--- config.mk ---
export PLATFORM = sky130hd
export DESIGN_NAME = battery_monitor_led_indicator
export DESIGN_NICKNAME = d
export VERILOG_FILES = /design/src/hdl/batmon_pkg.sv /design/src/hdl/battery_monitor_led_indicator.sv /design/src/hdl/batmon_filter.sv /design/src/hdl/batmon_indicator.sv
export SDC_FILE = /design/constraint.sdc
export NUM_CORES = 2
export LEC_CHECK = 0
export BUFFER_PORTS_ARGS = -buffer_cell sky130_fd_sc_hd__buf_2
export CAP_MARGIN = 20
export CORE_MARGIN = 10
export CORE_UTILIZATION = 60
export CTS_CLUSTER_SIZE = 28
export DETAILED_ROUTE_END_ITERATION = 10
export GPL_ROUTABILITY_DRIVEN = 1
export PLACE_DENSITY = 0.81
export SLEW_MARGIN = 10
export SYNTH_ARGS = -nofsm -noshare
export SYNTH_HDL_FRONTEND = slang
export SYNTH_SLANG_ARGS = --single-unit
--- constraint.sdc ---
create_clock -name clk_i -period 10 [get_ports clk_i]
set_input_delay 3 -clock clk_i [delete_from_list [all_inputs] [get_ports clk_i]]
set_output_delay 3 -clock clk_i [all_outputs]
set_load 0.03 [all_outputs]
--- src/hdl/batmon_pkg.sv ---
`default_nettype none
// ----------------------------------------------------------------------------
// Battery monitor package
// Shared constants, register indexes and pipeline types of the battery
// monitor with averaging filter and LED indicator.
// ----------------------------------------------------------------------------
package batmon_pkg;

  localparam int unsigned SAMPLE_DIVIDE = 10;
  localparam int unsigned PHASE_W       = $clog2(SAMPLE_DIVIDE + 1);

  localparam int unsigned SAMPLE_W  = 10;
  localparam int unsigned FRAC_W    = 8;
  localparam int unsigned LEVEL_W   = SAMPLE_W + FRAC_W;
  localparam int unsigned ACC_W     = LEVEL_W + 4;
  localparam int unsigned LEVEL_MAX = ((1 << SAMPLE_W) - 1) << FRAC_W;

  // divide by ten: multiply by ceil(2^25/10), exact for every value below 2^22
  localparam int unsigned RECIP_SHIFT = 25;
  localparam int unsigned RECIP       = ((1 << RECIP_SHIFT) + 9) / 10;

  localparam int unsigned CNT_W      = 16;
  localparam int unsigned VALUE_W    = 16;
  localparam int unsigned GAIN_W     = 20;
  localparam int unsigned GAIN_SHIFT = 24;
  localparam int unsigned PROD_W     = LEVEL_W + GAIN_W;

  localparam int unsigned CFG_IDX_W  = 3;
  localparam int unsigned CFG_DATA_W = GAIN_W;

  typedef enum logic [CFG_IDX_W-1:0] {
    REG_LOW_THRESHOLD  = 3'd0,
    REG_HALF_THRESHOLD = 3'd1,
    REG_CHECK_INTERVAL = 3'd2,
    REG_VERSION_DELAY  = 3'd3,
    REG_BLINK_PERIOD   = 3'd4,
    REG_VOLTAGE_GAIN   = 3'd5
  } cfg_idx_e;

  localparam logic [CNT_W-1:0]  RST_LOW_THRESHOLD  = 16'd650;
  localparam logic [CNT_W-1:0]  RST_HALF_THRESHOLD = 16'd700;
  localparam logic [CNT_W-1:0]  RST_CHECK_INTERVAL = 16'd1000;
  localparam logic [CNT_W-1:0]  RST_VERSION_DELAY  = 16'd500;
  localparam logic [CNT_W-1:0]  RST_BLINK_PERIOD   = 16'd350;
  localparam logic [GAIN_W-1:0] RST_VOLTAGE_GAIN   = 20'd64000;

  typedef struct packed {
    logic [CNT_W-1:0]  low_threshold;
    logic [CNT_W-1:0]  half_threshold;
    logic [CNT_W-1:0]  check_interval;
    logic [CNT_W-1:0]  version_delay;
    logic [CNT_W-1:0]  blink_period;
    logic [GAIN_W-1:0] voltage_gain;
  } cfg_t;

  typedef struct packed {
    logic [LEVEL_W-1:0] level;
    logic               report;
    logic               pulse;
  } mid_t;

  typedef struct packed {
    logic               led;
    logic               report;
    logic [VALUE_W-1:0] value;
    logic               pulse;
  } res_t;

endpackage
`default_nettype wire

--- src/hdl/battery_monitor_led_indicator.sv ---
`default_nettype none
// ----------------------------------------------------------------------------
// Battery monitor with LED indicator
// Three-register pipeline: sample register, filter/timing stage, indicator
// stage with result register.
// ----------------------------------------------------------------------------
// Each transaction on the input is one millisecond tick with a converter
// sample and gives exactly one result transaction. One tick is accepted
// every cycle while in_stall_o is low: the first stage holds the
// divide-by-ten reciprocal multiply of the average and the check counters,
// the second the gain multiply, threshold compares and LED blink logic;
// each stage keeps its own state. The user writes registers through the
// configuration port while no transaction is in flight; it is not enforced.
module battery_monitor_led_indicator (
  input  wire logic                               clk_i,
  input  wire logic                               rst_ni,
  input  wire logic                               in_valid_i,
  output logic                                    in_stall_o,
  input  wire logic [batmon_pkg::SAMPLE_W-1:0]    adc_sample_i,
  output logic                                    out_valid_o,
  input  wire logic                               out_stall_i,
  output logic                                    led_on_o,
  output logic                                    report_valid_o,
  output logic [batmon_pkg::VALUE_W-1:0]          battery_value_o,
  output logic                                    send_version_o,
  input  wire logic                               cfg_we_i,
  input  wire logic [batmon_pkg::CFG_IDX_W-1:0]   cfg_index_i,
  input  wire logic [batmon_pkg::CFG_DATA_W-1:0]  cfg_wdata_i
);

  batmon_pkg::cfg_t cfg_q;
  logic             in_valid_q, mid_valid_q, out_valid_q;
  logic [batmon_pkg::SAMPLE_W-1:0] sample_q;
  batmon_pkg::mid_t mid_d, mid_q;
  batmon_pkg::res_t res_d, res_q;
  logic             out_load, mid_move, mid_load, in_move, in_load;

  always_ff @(posedge clk_i or negedge rst_ni) begin
    if (!rst_ni) begin
      cfg_q.low_threshold  <= batmon_pkg::RST_LOW_THRESHOLD;
      cfg_q.half_threshold <= batmon_pkg::RST_HALF_THRESHOLD;
      cfg_q.check_interval <= batmon_pkg::RST_CHECK_INTERVAL;
      cfg_q.version_delay  <= batmon_pkg::RST_VERSION_DELAY;
      cfg_q.blink_period   <= batmon_pkg::RST_BLINK_PERIOD;
      cfg_q.voltage_gain   <= batmon_pkg::RST_VOLTAGE_GAIN;
    end else if (cfg_we_i) begin
      case (cfg_index_i)
        batmon_pkg::REG_LOW_THRESHOLD:  cfg_q.low_threshold  <= cfg_wdata_i[15:0];
        batmon_pkg::REG_HALF_THRESHOLD: cfg_q.half_threshold <= cfg_wdata_i[15:0];
        batmon_pkg::REG_CHECK_INTERVAL: cfg_q.check_interval <= cfg_wdata_i[15:0];
        batmon_pkg::REG_VERSION_DELAY:  cfg_q.version_delay  <= cfg_wdata_i[15:0];
        batmon_pkg::REG_BLINK_PERIOD:   cfg_q.blink_period   <= cfg_wdata_i[15:0];
        batmon_pkg::REG_VOLTAGE_GAIN:   cfg_q.voltage_gain   <= cfg_wdata_i;
        default: begin
        end
      endcase
    end
  end

  assign out_load   = !out_valid_q || !out_stall_i;
  assign mid_move   = mid_valid_q && out_load;
  assign mid_load   = !mid_valid_q || mid_move;
  assign in_move    = in_valid_q && mid_load;
  assign in_load    = !in_valid_q || in_move;
  assign in_stall_o = !in_load;

  always_ff @(posedge clk_i or negedge rst_ni) begin
    if (!rst_ni) begin
      in_valid_q  <= 1'b0;
      mid_valid_q <= 1'b0;
      out_valid_q <= 1'b0;
    end else begin
      if (in_load)  in_valid_q  <= in_valid_i;
      if (mid_load) mid_valid_q <= in_valid_q;
      if (out_load) out_valid_q <= mid_valid_q;
    end
  end

  always_ff @(posedge clk_i) begin
    if (in_load && in_valid_i) sample_q <= adc_sample_i;
    if (in_move)               mid_q    <= mid_d;
    if (mid_move)              res_q    <= res_d;
  end

  batmon_filter u_filter (
    .clk_i    (clk_i),
    .rst_ni   (rst_ni),
    .en_i     (in_move),
    .sample_i (sample_q),
    .cfg_i    (cfg_q),
    .mid_o    (mid_d)
  );

  batmon_indicator u_indicator (
    .clk_i  (clk_i),
    .rst_ni (rst_ni),
    .en_i   (mid_move),
    .mid_i  (mid_q),
    .cfg_i  (cfg_q),
    .res_o  (res_d)
  );

  assign out_valid_o     = out_valid_q;
  assign led_on_o        = res_q.led;
  assign report_valid_o  = res_q.report;
  assign battery_value_o = res_q.value;
  assign send_version_o  = res_q.pulse;

  a_value_only_on_report: assert property (@(posedge clk_i) disable iff (!rst_ni)
    out_valid_q && !res_q.report |-> res_q.value == '0)
    else $error("battery value set without a report");

  a_pulse_not_on_check: assert property (@(posedge clk_i) disable iff (!rst_ni)
    mid_valid_q |-> !(mid_q.report && mid_q.pulse))
    else $error("version pulse on a check tick");

  a_level_in_range: assert property (@(posedge clk_i) disable iff (!rst_ni)
    mid_valid_q |-> mid_q.level <= batmon_pkg::LEVEL_W'(batmon_pkg::LEVEL_MAX))
    else $error("filtered level out of range");

  a_full_stall: assert property (@(posedge clk_i) disable iff (!rst_ni)
    in_valid_q && mid_valid_q && out_valid_q && out_stall_i |-> in_stall_o)
    else $error("input taken while pipeline is full and stalled");

endmodule
`default_nettype wire

--- src/hdl/batmon_filter.sv ---
`default_nettype none
// ----------------------------------------------------------------------------
// Battery monitor filter and check timing
// Averages every tenth sample into the level and times the battery checks
// and version pulses.
// ----------------------------------------------------------------------------
module batmon_filter (
  input  wire logic                             clk_i,
  input  wire logic                             rst_ni,
  input  wire logic                             en_i,
  input  wire logic [batmon_pkg::SAMPLE_W-1:0]  sample_i,
  input  wire batmon_pkg::cfg_t                 cfg_i,
  output batmon_pkg::mid_t                      mid_o
);

  localparam int unsigned AW = batmon_pkg::ACC_W;
  localparam int unsigned LW = batmon_pkg::LEVEL_W;
  localparam int unsigned PW = batmon_pkg::PHASE_W;
  localparam int unsigned CW = batmon_pkg::CNT_W;

  logic [LW-1:0]   level_q, level_d;
  logic [PW-1:0]   phase_q, phase_d;
  logic [CW-1:0]   check_elapsed_q, check_elapsed_d;
  logic            version_sent_q, version_sent_d;
  logic [AW-1:0]   acc;
  logic [2*AW-1:0] quot_prod;
  logic [CW-1:0]   elapsed;
  logic            check;
  logic            pulse;

  always_comb begin
    acc = AW'({level_q, 3'b000}) + AW'(level_q)
        + AW'({sample_i, {batmon_pkg::FRAC_W{1'b0}}});
    quot_prod = (2*AW)'(acc) * (2*AW)'(batmon_pkg::RECIP);
    level_d = (phase_q == '0) ? quot_prod[batmon_pkg::RECIP_SHIFT +: LW] : level_q;
    phase_d = (phase_q == PW'(batmon_pkg::SAMPLE_DIVIDE - 1)) ? '0 : phase_q + 1'b1;

    elapsed = (check_elapsed_q == '1) ? '1 : check_elapsed_q + 1'b1;
    check   = (elapsed >= cfg_i.check_interval);
    pulse   = !check && (elapsed >= cfg_i.version_delay) && !version_sent_q;
    check_elapsed_d = check ? '0 : elapsed;
    version_sent_d  = check ? 1'b0 : (version_sent_q || pulse);

    mid_o.level  = level_d;
    mid_o.report = check;
    mid_o.pulse  = pulse;
  end

  always_ff @(posedge clk_i or negedge rst_ni) begin
    if (!rst_ni) begin
      level_q         <= '0;
      phase_q         <= '0;
      check_elapsed_q <= '0;
      version_sent_q  <= 1'b0;
    end else if (en_i) begin
      level_q         <= level_d;
      phase_q         <= phase_d;
      check_elapsed_q <= check_elapsed_d;
      version_sent_q  <= version_sent_d;
    end
  end

endmodule
`default_nettype wire

--- src/hdl/batmon_indicator.sv ---
`default_nettype none
// ----------------------------------------------------------------------------
// Battery monitor indicator
// Scales the level to centivolts and drives the LED in dark, lit or blink
// mode.
// ----------------------------------------------------------------------------
module batmon_indicator (
  input  wire logic              clk_i,
  input  wire logic              rst_ni,
  input  wire logic              en_i,
  input  wire batmon_pkg::mid_t  mid_i,
  input  wire batmon_pkg::cfg_t  cfg_i,
  output batmon_pkg::res_t       res_o
);

  localparam int unsigned PW = batmon_pkg::PROD_W;
  localparam int unsigned CW = batmon_pkg::CNT_W;
  localparam int unsigned VW = batmon_pkg::VALUE_W;

  logic          blinking_q, blinking_d;
  logic          led_q, led_d;
  logic [CW-1:0] blink_elapsed_q, blink_elapsed_d;
  logic [PW-1:0] prod;
  logic [VW-1:0] value;
  logic [CW-1:0] blink_next;

  always_comb begin
    prod  = PW'(mid_i.level) * PW'(cfg_i.voltage_gain);
    value = VW'(prod[PW-1:batmon_pkg::GAIN_SHIFT]);

    blinking_d      = blinking_q;
    led_d           = led_q;
    blink_elapsed_d = blink_elapsed_q;
    blink_next      = (blink_elapsed_q == '1) ? '1 : blink_elapsed_q + 1'b1;

    if (blinking_q) begin
      if (blink_next >= cfg_i.blink_period) begin
        led_d           = !led_q;
        blink_elapsed_d = '0;
      end else begin
        blink_elapsed_d = blink_next;
      end
    end

    if (mid_i.report) begin
      if (value <= cfg_i.low_threshold) begin
        blinking_d      = 1'b1;
        led_d           = 1'b1;
        blink_elapsed_d = '0;
      end else begin
        blinking_d = 1'b0;
        led_d      = (value <= cfg_i.half_threshold);
      end
    end

    res_o.led    = led_d;
    res_o.report = mid_i.report;
    res_o.value  = mid_i.report ? value : '0;
    res_o.pulse  = mid_i.pulse;
  end

  always_ff @(posedge clk_i or negedge rst_ni) begin
    if (!rst_ni) begin
      blinking_q      <= 1'b0;
      led_q           <= 1'b0;
      blink_elapsed_q <= '0;
    end else if (en_i) begin
      blinking_q      <= blinking_d;
      led_q           <= led_d;
      blink_elapsed_q <= blink_elapsed_d;
    end
  end

endmodule
`default_nettype wire
==> impl_metrics.json <==
{
  "async_reset_ff_share_pct": 77.3,
  "die_w_um": 243,
  "holdPathEnd": "send_version_o",
  "final_common_cell": "inv_1",
  "crit_arrival_ps": 9760,
  "grt_max_degree": 94,
  "postRouteAntennaNets": 0,
  "synth-simple-area-share_pct": 11.6,
  "wirelength_mm": 74.4,
  "max_stage_delay_ps": 540,
  "drc_errors": 0,
  "ys_seq_area_share_pct": 18.2,
  "drive_gt1_share_pct": 7.84,
  "clkLatencyLatePin_ps": 540,
  "regArea_mm2": 0.00546,
  "die_h_um": 243,
  "synth_top_family_by_area": "adder cells",
  "skew_ps": 8.80,
  "cts_buffers": 23,
  "clock-root-buffer": "clkbuf_16",
  "num_vias": 21600,
  "synth_seq_cells": 207,
  "grt_pass1_vias": 23700,
  "clock-sinks": 207,
  "core_area_mm2": 0.0492,
  "critPathLaunchType": "flop",
  "cts_buffer_depth": 3,
  "max_slew_margin_pct": 25.8,
  "fin_crit_sh_pct": 94.7,
  "rsz0062_at_grt": "false",
  "avgSynthCellArea_um2": 9.71,
  "postCtsResizedCells": 0,
  "reg2reg_depth": 33,
  "n_fill_cell": 3817,
  "detail_route.first_pass.iterations": 6,
  "io_buffers": 56,
  "setup_viol": 0,
  "drv_cap": 0,
  "synth-compound-area-share_pct": 7.84,
  "cts_hold_buffers": 0,
  "multi_input_area_mm2": 0.0215,
  "antenna_cells": 0,
  "gp_congestion": 0.927,
  "syn_area_mm2": 0.0299,
  "holdCritStartpoint": "mid_q[0]",
  "synth-edff-count": 47,
  "postLayoutCellArea_mm2": 0.0315,
  "cp.required_ps": 10300,
  "endpoint_kind": "flop",
  "status": "complete, no violations",
  "critPathKind": "flop to flop",
  "vias_per_cell": 5.75,
  "yosysTopAreaCellShare_pct": 30.4,
  "worstMarginPinSlew_ps": 1110,
  "final_cell_mix": "inv_1, fa_1, ha_1",
  "synth-adder-area-share_pct": 47.5,
  "drtIter0Drc": 1627,
  "cp_slowest_cell": "fa_1",
  "grt_pass1_wl_mm": 123,
  "synth_cell_types": 77,
  "synth.area.mux_share_pct": 2.51,
  "io_pins": 59,
  "synth-xor-area-share_pct": 2.14,
  "placed_area_mm2": 0.0308,
  "tritoncts": "built",
  "worstPathMaxFanout": 7,
  "synth_area_leaders": "fa_1, ha_1, dfrtp_1",
  "min_path_cells": 0,
  "postCtsSetupBuffers": 0,
  "post-dp-hpwl_mm": 59.8,
  "nets": 3973,
  "synth_ff_type": "dfrtp_1",
  "hp-class": "flop to flop",
  "period_needed_ps": 9470,
  "synthesis.instances": 3080,
  "post_drt_wl_per_cell_um": 19.8,
  "grt.total_usage_pct": 25.8,
  "yosysWarnings": 0,
  "start_util_pct": 60.9,
  "num_rows": 81,
  "antenna_found_initial": 0,
  "overflow": 0,
  "r2r-start": "u_filter.level_q[1]",
  "yosys.area.top_type": "fa_1",
  "final-hold-violation-count": 0,
  "clk_pin_slew_worst_paths_ps": 60,
  "setup_tns_ps": 0,
  "rrSetupSlack_ps": 530,
  "h-tree-depth": 1,
  "slew_violations": 0,
  "crit_top_cell": "fa_1",
  "die_area_mm2": 0.0592,
  "clock.fmax_ghz": 0.106,
  "area_delta_synth_final_pct": 5.45,
  "timing.rr.end": "mid_q[17]"
}
stage by stage:
| step | cells | util (%) | setup WS (ps) | hold slack (ps) |
|---|---|---|---|---|
| finish | 3752 | 64.2 | 533 | 497 |
| global route | 3752 | 64.2 | 136 | 514 |
| CTS | 3752 | 64.2 | 722 | 501 |
| detailed placement | 3710 | 62.7 | 762 | 484 |
| global placement | 3710 | 62.7 | 931 | 478 |
| floorplan | 3081 | - | 1690 | 400 |
cell families (layout without fill, tap and decap cells):
kind of cell,after synthesis,count (layout)
AO/OA/AOI/OAI,349,349
XOR/XNOR,73,73
adder cells (fa/ha/maj),864,864
buffers and inverters,801,808
flip-flops,207,207
multiplexers,67,67
other,1,2
AND/OR/NAND/NOR,718,718
worst max-delay path, delay by kind of cell (launching register included):
family                     cells  cell delay (ps)
adders and majority gates     11             4330
AOI/OAI and AO/OA             13             3280
xor gates and xnor gates       2              500
DFF                            1              480
buffers and inverters          5              280
muxes                          1              270
and+or+nand+nor                1               50
worst max-delay path by stage:
stage	end	cells past startpoint	start	slack (ps)
3_3_place_gp	mid_q[15]	34	u_filter.level_q[0]	930
6_report	mid_q[17]	33	u_filter.level_q[1]	530
2_1_floorplan	mid_q[17]	33	u_filter.level_q[1]	1690
5_1_grt	mid_q[15]	33	u_filter.level_q[1]	140
3_5_place_dp	mid_q[17]	34	u_filter.level_q[1]	760
4_1_cts	mid_q[15]	33	u_filter.level_q[1]	720
flip-flops by register name (all words and copies together) (netlist names), 4 cells and up:
| name | count |
|---|---|
| cfg_q | 100 |
| battery_value_o | 14 |
| sample_q | 10 |
| mid_q | 20 |
| u_filter.check_elapsed_q | 16 |
| u_filter.level_q | 18 |
| u_indicator.blink_elapsed_q | 16 |
| u_filter.phase_q | 4 |
layer usage:
metal	GRT usage, %	wire [µm]	up-vias	part of all wire (%)
met5	0	0	-	0
met4	8.01	2440	0	3.3
met3	5.25	6580	193	8.8
met2	42.2	35100	889	47
met1	33.9	30300	10900	41
li1	-	-	9616	-
synthesized netlist by cell type (all sizes together), types with 14 or more instances:
library cell and count:
nor3 14, xnor2 48, dfrtp 126, nor2 51
nand3 32, nand4 19, dfstp 34, nand2b 17
o211ai 16, and3 19, nand2 353, mux2 64
edfxtp 47, o21ai 115, inv 690, o21a 15
a22o 17, xor2 25, clkbuf 104, a21o 46
a21oi 64, and2 175, ha 410, fa 454
final cells by class:
cell class,instances,area share [%]
inverter,690,8.21
sequential,207,17.3
timing repair buffer,76,1.38
tap,664,2.63
clock inverter,11,0.345
multi-input combinational,2073,68.1
clock buffer,31,2.02
Power is left out: the tool's default activity adds up to more than one toggle a clock period on the data nets, which glitch-free logic cannot reach.
